File: config.mk
export PLATFORM = sky130hd
export DESIGN_NAME = arcade_drive_mixer_unit
export DESIGN_NICKNAME = d
export VERILOG_FILES = /design/src/sv/adm_pkg.sv /design/src/sv/adm_shape.sv /design/src/sv/adm_mix.sv /design/src/sv/arcade_drive_mixer_unit.sv
export VERILOG_INCLUDE_DIRS = /design/src /design/src/sv
export SDC_FILE = /design/constraint.sdc
export NUM_CORES = 2
export LEC_CHECK = 0
export ABC_AREA = 1
export BUFFER_PORTS_ARGS = -buffer_cell sky130_fd_sc_hd__buf_4
export CAP_MARGIN = 20
export CORE_MARGIN = 3
export CORE_UTILIZATION = 56
export DETAILED_ROUTE_END_ITERATION = 8
export PLACE_DENSITY = 0.76
export SKIP_CTS_REPAIR_TIMING = 1
export SYNTH_ARGS = -nofsm -noshare
export SYNTH_HDL_FRONTEND = slang
export SYNTH_HIERARCHICAL = 1
export SYNTH_SLANG_ARGS = --single-unit
File: constraint.sdc
create_clock -name clk -period 17.9 [get_ports clk]
set_input_delay 0.895 -clock clk [delete_from_list [all_inputs] [get_ports clk]]
set_output_delay 0.895 -clock clk [all_outputs]
set_load 0.05 [all_outputs]
File: src/sv/arcade_drive_mixer_unit_assert.svh
`ifndef ARCADE_DRIVE_MIXER_UNIT_ASSERT_SVH
`define ARCADE_DRIVE_MIXER_UNIT_ASSERT_SVH

// Check that the consequent holds in the same cycle as the antecedent.
`define ADM_ASSERT_NOW(lbl, ante, cons) \
    lbl: assert property (@(posedge clk) disable iff (!rst_n) (ante) |-> (cons)) \
        else $error("arcade drive mixer: same-cycle check failed");

// Check that the consequent holds in the cycle after the antecedent.
`define ADM_ASSERT_NEXT(lbl, ante, cons) \
    lbl: assert property (@(posedge clk) disable iff (!rst_n) (ante) |=> (cons)) \
        else $error("arcade drive mixer: next-cycle check failed");

`endif

File: src/sv/adm_pkg.sv
package adm_pkg;

    // Default number of fraction bits of the normalised axis value
    localparam int FRAC_BITS_DEF = 15;

    // Quotient bits resolved in each divider stage
    localparam int DIV_BITS_PER_STAGE = 4;

    // Field widths
    localparam int RAW_W      = 8;
    localparam int CFG_W      = 8;
    localparam int DRIVE_W    = 9;
    localparam int CFG_IDX_W  = 2;
    localparam int IN_DATA_W  = 16;
    localparam int OUT_DATA_W = 24;

    // Configuration register indexes
    typedef enum logic [CFG_IDX_W-1:0] {
        REG_AXIS_CENTER = 2'd0,
        REG_DEADZONE    = 2'd1,
        REG_FULL_SCALE  = 2'd2,
        REG_TOP_SPEED   = 2'd3
    } cfg_reg_t;

    // Reset values of the configuration registers
    localparam logic [CFG_W-1:0] AXIS_CENTER_RST = 8'd50;
    localparam logic [CFG_W-1:0] DEADZONE_RST    = 8'd5;
    localparam logic [CFG_W-1:0] FULL_SCALE_RST  = 8'd50;
    localparam logic [CFG_W-1:0] TOP_SPEED_RST   = 8'd255;

    // Configuration as seen by the datapath
    typedef struct packed {
        logic [CFG_W-1:0] axis_center;
        logic [CFG_W-1:0] deadzone;
        logic [CFG_W-1:0] full_scale;
        logic [CFG_W-1:0] top_speed;
    } cfg_t;

endpackage

File: src/sv/adm_shape.sv
module adm_shape
#(
    parameter int FRAC_BITS = adm_pkg::FRAC_BITS_DEF,
    localparam int DIV_STAGES = (FRAC_BITS + adm_pkg::DIV_BITS_PER_STAGE - 1)
                                / adm_pkg::DIV_BITS_PER_STAGE,
    localparam int SHAPE_STAGES = DIV_STAGES + 3
)
(
    input  logic                           clk,
    input  logic [SHAPE_STAGES-1:0]        en,
    input  logic [adm_pkg::RAW_W-1:0]      raw,
    input  adm_pkg::cfg_t                  cfg,
    output logic signed [FRAC_BITS+1:0]    cube
);

    localparam int NW  = FRAC_BITS + 1;
    localparam int PW  = 2 * NW;
    localparam int BPS = adm_pkg::DIV_BITS_PER_STAGE;
    localparam logic [NW-1:0] ONE = {1'b1, {FRAC_BITS{1'b0}}};

    // Front end and divider stages
    logic [7:0]           rem_reg  [0:DIV_STAGES];
    logic [7:0]           rem_next [0:DIV_STAGES];
    logic [FRAC_BITS-1:0] quo_reg  [0:DIV_STAGES];
    logic [FRAC_BITS-1:0] quo_next [0:DIV_STAGES];
    logic                 neg_reg  [0:DIV_STAGES];
    logic                 neg_next [0:DIV_STAGES];
    logic                 zero_reg [0:DIV_STAGES];
    logic                 zero_next[0:DIV_STAGES];
    logic                 sat_reg  [0:DIV_STAGES];
    logic                 sat_next [0:DIV_STAGES];

    // Square and cube stages
    logic [NW-1:0] n_next;
    logic [NW-1:0] n_reg;
    logic [PW-1:0] sq_full_next;
    logic [PW-1:0] sq_full_reg;
    logic          sq_neg_reg;
    logic [NW-1:0] sq;
    logic [PW-1:0] cube_full_next;
    logic [PW-1:0] cube_full_reg;
    logic          cube_neg_reg;
    logic [NW-1:0] cube_mag;

    logic [8:0] off;
    logic [7:0] mag;

    // Centre the reading, flag deadzone and saturation, seed the divider
    always_comb
    begin : div_steps
        logic [7:0]           r;
        logic [FRAC_BITS-1:0] q;
        logic [8:0]           r2;
        off = {1'b0, raw} - {1'b0, cfg.axis_center};
        mag = off[8] ? (~off[7:0] + 8'd1) : off[7:0];
        rem_next[0]  = mag;
        quo_next[0]  = '0;
        neg_next[0]  = off[8];
        zero_next[0] = (mag < cfg.deadzone) || (mag == 8'd0);
        sat_next[0]  = (cfg.full_scale == 8'd0) || (mag >= cfg.full_scale);

        // Long division of offset * 2^FRAC_BITS by full scale, DIV_BITS_PER_STAGE bits a stage
        for (int j = 1; j <= DIV_STAGES; j++)
        begin
            r  = rem_reg[j-1];
            q  = quo_reg[j-1];
            r2 = '0;
            for (int b = 0; b < BPS; b++)
            begin
                if ((j - 1) * BPS + b < FRAC_BITS)
                begin
                    r2 = {r, 1'b0};
                    if (r2 >= {1'b0, cfg.full_scale})
                    begin
                        r2 = r2 - {1'b0, cfg.full_scale};
                        q  = {q[FRAC_BITS-2:0], 1'b1};
                    end
                    else
                    begin
                        q  = {q[FRAC_BITS-2:0], 1'b0};
                    end
                    r = r2[7:0];
                end
            end
            rem_next[j]  = r;
            quo_next[j]  = q;
            neg_next[j]  = neg_reg[j-1];
            zero_next[j] = zero_reg[j-1];
            sat_next[j]  = sat_reg[j-1];
        end
    end

    // Advance the front end and divider stages
    always_ff @(posedge clk)
    begin
        for (int j = 0; j <= DIV_STAGES; j++)
        begin
            if (en[j])
            begin
                rem_reg[j]  <= rem_next[j];
                quo_reg[j]  <= quo_next[j];
                neg_reg[j]  <= neg_next[j];
                zero_reg[j] <= zero_next[j];
                sat_reg[j]  <= sat_next[j];
            end
        end
    end

    // Pick the normalised value and square it
    always_comb
    begin
        if (zero_reg[DIV_STAGES])
            n_next = '0;
        else if (sat_reg[DIV_STAGES])
            n_next = ONE;
        else
            n_next = {1'b0, quo_reg[DIV_STAGES]};
        sq_full_next = PW'(n_next) * PW'(n_next);
    end

    always_ff @(posedge clk)
    begin
        if (en[DIV_STAGES+1])
        begin
            n_reg       <= n_next;
            sq_full_reg <= sq_full_next;
            sq_neg_reg  <= neg_reg[DIV_STAGES];
        end
    end

    // Multiply the truncated square by the value again
    always_comb
    begin
        sq             = sq_full_reg[FRAC_BITS +: NW];
        cube_full_next = PW'(sq) * PW'(n_reg);
    end

    always_ff @(posedge clk)
    begin
        if (en[DIV_STAGES+2])
        begin
            cube_full_reg <= cube_full_next;
            cube_neg_reg  <= sq_neg_reg;
        end
    end

    // Restore the sign on the truncated cube
    always_comb
    begin
        cube_mag = cube_full_reg[FRAC_BITS +: NW];
        cube     = cube_neg_reg ? -$signed({1'b0, cube_mag}) : $signed({1'b0, cube_mag});
    end

endmodule

File: src/sv/adm_mix.sv
module adm_mix
#(
    parameter int FRAC_BITS = adm_pkg::FRAC_BITS_DEF
)
(
    input  logic                                clk,
    input  logic [1:0]                          en,
    input  logic signed [FRAC_BITS+1:0]         turn,
    input  logic signed [FRAC_BITS+1:0]         fwd,
    input  adm_pkg::cfg_t                       cfg,
    output logic signed [adm_pkg::DRIVE_W-1:0]  left_drive,
    output logic signed [adm_pkg::DRIVE_W-1:0]  right_drive
);

    localparam int NW = FRAC_BITS + 1;
    localparam int SW = FRAC_BITS + 3;
    localparam int MW = NW + adm_pkg::CFG_W;
    localparam logic [NW-1:0] ONE = {1'b1, {FRAC_BITS{1'b0}}};

    logic signed [SW-1:0] sum [2];
    logic [SW-1:0]        abs_sum;
    logic [NW-1:0]        mag_next [2];
    logic [NW-1:0]        mag_reg  [2];
    logic                 neg_reg  [2];
    logic [MW-1:0]        prod_next [2];
    logic [MW-1:0]        prod_reg  [2];
    logic                 sneg_reg  [2];
    logic [7:0]           speed_mag [2];
    logic signed [adm_pkg::DRIVE_W-1:0] drive [2];

    // Form both sums, clamp to one and split into sign and magnitude
    always_comb
    begin
        sum[0] = {fwd[FRAC_BITS+1], fwd} + {turn[FRAC_BITS+1], turn};
        sum[1] = {fwd[FRAC_BITS+1], fwd} - {turn[FRAC_BITS+1], turn};
        abs_sum = '0;
        for (int i = 0; i < 2; i++)
        begin
            abs_sum     = sum[i][SW-1] ? SW'(-sum[i]) : SW'(sum[i]);
            mag_next[i] = (abs_sum > {2'b00, ONE}) ? ONE : abs_sum[NW-1:0];
        end
    end

    always_ff @(posedge clk)
    begin
        if (en[0])
        begin
            for (int i = 0; i < 2; i++)
            begin
                mag_reg[i] <= mag_next[i];
                neg_reg[i] <= sum[i][SW-1];
            end
        end
    end

    // Scale by top speed
    always_comb
    begin
        for (int i = 0; i < 2; i++)
            prod_next[i] = MW'(mag_reg[i]) * MW'(cfg.top_speed);
    end

    always_ff @(posedge clk)
    begin
        if (en[1])
        begin
            for (int i = 0; i < 2; i++)
            begin
                prod_reg[i] <= prod_next[i];
                sneg_reg[i] <= neg_reg[i];
            end
        end
    end

    // Truncate toward zero and restore the sign
    always_comb
    begin
        for (int i = 0; i < 2; i++)
        begin
            speed_mag[i] = prod_reg[i][FRAC_BITS +: 8];
            drive[i]     = sneg_reg[i] ? -$signed({1'b0, speed_mag[i]})
                                       : $signed({1'b0, speed_mag[i]});
        end
    end

    assign left_drive  = drive[0];
    assign right_drive = drive[1];

endmodule

File: src/sv/arcade_drive_mixer_unit.sv
// Channel   Signals                      Payload
// s_        s_tvalid s_tready s_tdata    joy_x, joy_y (8 bit unsigned each)
// m_        m_tvalid m_tready m_tdata    left_drive, right_drive (9 bit signed each)
// cfg_      cfg_we cfg_index cfg_data    axis_center, deadzone, full_scale, top_speed
//
// While m_tready is high, one sample a cycle is taken in and one result a cycle given out.
// The pipeline depth is set by the divider stages, which resolve four quotient
// bits each.
// Reset clears the stage valid bits and loads the register defaults.
// A stage holds while its successor is full and stalled; s_tready stays high
// as long as any stage is empty, so a waiting result does not block input.

`include "arcade_drive_mixer_unit_assert.svh"

module arcade_drive_mixer_unit
#(
    parameter int FRAC_BITS = adm_pkg::FRAC_BITS_DEF
)
(
    input  logic                              clk,
    input  logic                              rst_n,
    input  logic                              s_tvalid,
    output logic                              s_tready,
    input  logic [adm_pkg::IN_DATA_W-1:0]     s_tdata,   // joy_x[7:0], joy_y[15:8]
    output logic                              m_tvalid,
    input  logic                              m_tready,
    output logic [adm_pkg::OUT_DATA_W-1:0]    m_tdata,   // left_drive[8:0],
                                                         // right_drive[17:9], zeros
    input  logic                              cfg_we,
    input  logic [adm_pkg::CFG_IDX_W-1:0]     cfg_index,
    input  logic [adm_pkg::CFG_W-1:0]         cfg_data
);

    localparam int DIV_STAGES   = (FRAC_BITS + adm_pkg::DIV_BITS_PER_STAGE - 1)
                                  / adm_pkg::DIV_BITS_PER_STAGE;
    localparam int SHAPE_STAGES = DIV_STAGES + 3;
    localparam int NS           = SHAPE_STAGES + 3;
    localparam int OUT_PAD      = adm_pkg::OUT_DATA_W - 2 * adm_pkg::DRIVE_W;

    adm_pkg::cfg_t cfg_reg;

    logic [NS-1:0] v_reg;
    logic [NS-1:0] v_next;
    logic [NS:0]   en;

    logic signed [FRAC_BITS+1:0]           turn;
    logic signed [FRAC_BITS+1:0]           fwd;
    logic signed [adm_pkg::DRIVE_W-1:0]    left_drive;
    logic signed [adm_pkg::DRIVE_W-1:0]    right_drive;
    logic [adm_pkg::DRIVE_W-1:0]           left_reg;
    logic [adm_pkg::DRIVE_W-1:0]           right_reg;

    // Write configuration registers
    always_ff @(posedge clk or negedge rst_n)
    begin
        if (!rst_n)
        begin
            cfg_reg.axis_center <= adm_pkg::AXIS_CENTER_RST;
            cfg_reg.deadzone    <= adm_pkg::DEADZONE_RST;
            cfg_reg.full_scale  <= adm_pkg::FULL_SCALE_RST;
            cfg_reg.top_speed   <= adm_pkg::TOP_SPEED_RST;
        end
        else if (cfg_we)
        begin
            case (cfg_index)
                adm_pkg::REG_AXIS_CENTER: cfg_reg.axis_center <= cfg_data;
                adm_pkg::REG_DEADZONE:    cfg_reg.deadzone    <= cfg_data;
                adm_pkg::REG_FULL_SCALE:  cfg_reg.full_scale  <= cfg_data;
                adm_pkg::REG_TOP_SPEED:   cfg_reg.top_speed   <= cfg_data;
                default: ;
            endcase
        end
    end

    // Stage enables: a stage loads when it is empty or its successor moves on
    assign en[NS] = m_tready;
    for (genvar k = 0; k < NS; k++)
    begin : g_en
        assign en[k] = !v_reg[k] || en[k+1];
    end

    assign v_next = {v_reg[NS-2:0], s_tvalid};

    // Advance the valid bits with the data
    always_ff @(posedge clk or negedge rst_n)
    begin
        if (!rst_n)
        begin
            v_reg <= '0;
        end
        else
        begin
            for (int k = 0; k < NS; k++)
            begin
                if (en[k])
                    v_reg[k] <= v_next[k];
            end
        end
    end

    assign s_tready = en[0];
    assign m_tvalid = v_reg[NS-1];

    // Shape the turn and forward axes
    adm_shape #(.FRAC_BITS(FRAC_BITS)) u_shape_x
    (
        .clk  (clk),
        .en   (en[SHAPE_STAGES-1:0]),
        .raw  (s_tdata[7:0]),
        .cfg  (cfg_reg),
        .cube (turn)
    );

    adm_shape #(.FRAC_BITS(FRAC_BITS)) u_shape_y
    (
        .clk  (clk),
        .en   (en[SHAPE_STAGES-1:0]),
        .raw  (s_tdata[15:8]),
        .cfg  (cfg_reg),
        .cube (fwd)
    );

    // Mix and scale to motor drive
    adm_mix #(.FRAC_BITS(FRAC_BITS)) u_mix
    (
        .clk         (clk),
        .en          (en[SHAPE_STAGES+1:SHAPE_STAGES]),
        .turn        (turn),
        .fwd         (fwd),
        .cfg         (cfg_reg),
        .left_drive  (left_drive),
        .right_drive (right_drive)
    );

    // Hold the result until its transfer
    always_ff @(posedge clk)
    begin
        if (en[NS-1])
        begin
            left_reg  <= left_drive;
            right_reg <= right_drive;
        end
    end

    assign m_tdata = {{OUT_PAD{1'b0}}, right_reg, left_reg};

    `ADM_ASSERT_NEXT(a_accept_fills_first, s_tvalid && s_tready, v_reg[0])
    `ADM_ASSERT_NOW(a_full_blocks_input, (&v_reg) && !m_tready, !s_tready)
    `ADM_ASSERT_NOW(a_drive_in_range, m_tvalid, (m_tdata[8:0] != 9'h100) && (m_tdata[17:9] != 9'h100))

endmodule

==> implementation parameters <==
Parameter                              Value

Status
  Run status ... complete, no violations

Floorplan
  Area of the placeable core ... 123000 sq um
  Die height ... 358 um
  Initial standard-cell utilization of the core ... a little under three fifths
  Die area ... roughly 130000 sq um
  Floorplan die width ... ~360 um
  Std-Cell Rows ... 128
  Number of top-level pins ... 57

GRT
  Initial antenna violation count ... 1
  All-Layer GR Usage ... 27.2%
  Pin count of the biggest net entering global routing ... 68
  First-pass GRT wire length ... 284 mm
  Via count of the first global-routing pass ... just under 60k
  Overall overflow remaining after global route ... 0

Synth
  Unique masters post-synth ... 74
  Most repeated cell in the gate-level netlist after synthesis ... nand2_1
  Synth top cells by count ... nand2_1 (2077), inv_1 (2053), fa_1 (886), ha_1 (760), nor2_1 (581)
  Flip-flop and latch count after synthesis ... ~380
  Total number of yosys warnings ... 6
  Share of synthesized registers carrying an async set or reset ... 10.9%
  Post-Synthesis Cell Area ... between 60000 and 70000 sq um
  Library cell occupying the most area in the post-synthesis netlist ... fa_1
  Synthesized instance count ... 8826
  Number of synthesized flops with an enable pin ... 342
  Top_reg_cell synth ... edfxtp_1
  Share of the synthesized area in the top cell type ... approximately 26%
  Ranking of synthesized cells by area ... fa_1 (26%), edfxtp_1 (15%), ha_1 (14%)
  Seq/Total Area, Yosys ... 16.3%
  Mean Syn Cell Area ... 7.88 sq um

Min path
  Worst hold path type ... in -> async

Route
  First-pass detailed-route iteration total ... 6
  DRC violations left ... 0
  DR vias ... 55.8k
  Post-DR vias/cell ... 5.36
  Aggregate routed wire length ... around 170 mm
  Antenna viol nets, final ... 0
  Routed len/inst ... 16.5 um
  Initial DRC Count ... slightly above 4k

Critical path
  Signal arrival time at the worst endpoint ... 7.92 ns
  Reg-to-reg critical path endpoint ... u_shape_x/sq_full_reg[29]
  Worst Reg-to-Reg Cells ... 25
  Worst Path Max Fanout ... 14
  Category of the critical setup timing path ... reg -> reg
  Worst setup slack for register-to-register paths ... 10.36 ns
  Startpoint type of the worst setup path ... register
  RR Startpoint ... u_shape_x/sat_reg[0][4]
  Endpoint kind of the worst setup timing path ... register
  Required time worst endpoint ... 18.29 ns

STA
  Final TNS setup ... 0 ns
  Unrepaired setup endpoints after global routing ... no
  Transition at the pin with the smallest max-transition slack ... a little over 1 ns
  F_max ... 133 MHz
  Fin crit period ... 7.54 ns
  Final count of hold timing violations ... 0
  Final setup violating endpoints ... 0
  Final count of pins violating max slew ... 0
  Fin crit share ... 42.1%
  Slew Limit Headroom ... 32.6%
  Post-route clock skew ... between 0.03 and 0.04 ns

Cells and area
  Area growth from synthesis to final layout ... 4.56%
  Ratio of cells with drive above 1 in the final layout ... 5.41%
  Layout filler cell count ... about 11k
  Finished layout cell area ... 72700 sq um
  Diodes inserted ... 0
  Layout Nets ... 10.4k

Place
  Total half-perimeter wirelength after legalization and detailed placement ... 136 mm
  # port buffers ... 50
  Post-placement cell area ... 71100 sq um
  Routability Congestion ... approximately 0.96

CTS
  CTS H-tree depth ... 2
  CTS Root Cell ... clkbuf_16
  CTS Buf Count ... 50
  Largest buffer count on any clock path ... 3
  Clk Latency, worst-skew pair ... 0.65 ns
  TritonCTS sink count ... 384
  Clock-pin slew reported for the worst setup and hold paths after clock tree synthesis ... 0.07 ns
  CTS tree ... done

Flow run
  Maximum capacitance violations ... 0
## per-layer routing
layer / vias to the layer above / wire length [um] / GRT usage, %
met1: 26800 / 71700 / 35.1
met5: - / 30 / 0
met2: 1877 / 83100 / 47.2
met3: 365 / 11200 / 3.91
li1: 26700 / - / -
met4: 2 / 5640 / 8.61
## through the flow
stage               hold WS (ns)  setup slack, ns  cells  util (%)
floorplan                  0.400            11.26   8871         -
CTS                        0.216            10.35  10400      59.3
detailed placement         0.405            10.41  10300      58.0
finish                     0.238            10.36  10400      59.3
global route               0.265             9.67  10400      59.3
global placement           0.401            10.47  10300      58.0
## cells by family after synthesis
| kind of cell | count (synthesis) | synth area share (%) |
|---|---|---|
| other | 5 | 0.0270 |
| and+or+nand+nor | 3319 | 20.5 |
| DFF | 384 | 16.3 |
| buffers and inverters | 2345 | 13.1 |
| xor gates and xnor gates | 336 | 4.23 |
| AOI/OAI and AO/OA | 791 | 6.63 |
| adders and majority gates | 1646 | 39.2 |
## how the worst max path moves through the flow
stage                            start                        end  slack, ns  depth (start not counted)
6_report       u_shape_x/sat_reg[0][4]  u_shape_x/sq_full_reg[29]      10.36                         25
2_1_floorplan               cfg_reg[8]   u_shape_y/rem_reg[0][17]      11.26                         43
3_5_place_dp   u_shape_x/sat_reg[0][4]  u_shape_x/sq_full_reg[29]      10.41                         25
5_1_grt                     cfg_reg[9]   u_shape_y/rem_reg[0][24]       9.67                         39
4_1_cts                     cfg_reg[9]   u_shape_y/rem_reg[0][24]      10.35                         40
3_3_place_gp                cfg_reg[9]   u_shape_y/rem_reg[0][25]      10.47                         40
## worst max-delay path, cell delays in order, from the launching register on
cell and delay [ns]:
edfxtp_1 0.38, nor2_1 0.24, inv_1 0.31, nor2_1 0.49, clkinv_1 0.45, nor2_1 0.35
fa_1 0.46, inv_1 0.09, fa_1 0.42, fa_1 0.52, inv_1 0.05, fa_1 0.47
inv_1 0.05, fa_1 0.52, inv_1 0.05, fa_1 0.47, ha_1 0.37, nand2_1 0.08
nor2_1 0.16, nand4_1 0.09, o21ai_0 0.28, a21oi_1 0.17, o21ai_0 0.42, nand3_1 0.18
nand3_1 0.11, nand2_1 0.06
## cells in the final DEF (no fill, tap or decap), types with 68 or more instances in the layout
cell type / netlist / final
a21oi_1: 362 / 362
buf_4: 13 / 80
edfxtp_1: 342 / 342
fa_1: 886 / 886
ha_1: 760 / 760
inv_1: 2053 / 2052
nand2_1: 2077 / 2075
nand2_2: 75 / 77
nand3_1: 253 / 253
nand4_1: 68 / 68
nor2_1: 581 / 581
nor3_1: 70 / 70
o21ai_0: 187 / 187
xnor2_1: 119 / 119
xor2_1: 217 / 217
## layout make-up
class | instances | area (sq um) | area share [%]
clock buffers | 55 | 1270 | 1.75
inverters | 2096 | 7880 | 10.8
well taps | 1625 | 2030 | 2.80
clock inverters | 33 | 302 | 0.415
multi-input cells | 6142 | 49200 | 67.7
repair buffers | 81 | 621 | 0.854
flip-flops and latches | 384 | 11300 | 15.6
Power is left out: the tool's default activity adds up to more than one toggle a clock period on the data nets, which glitch-free logic cannot reach.
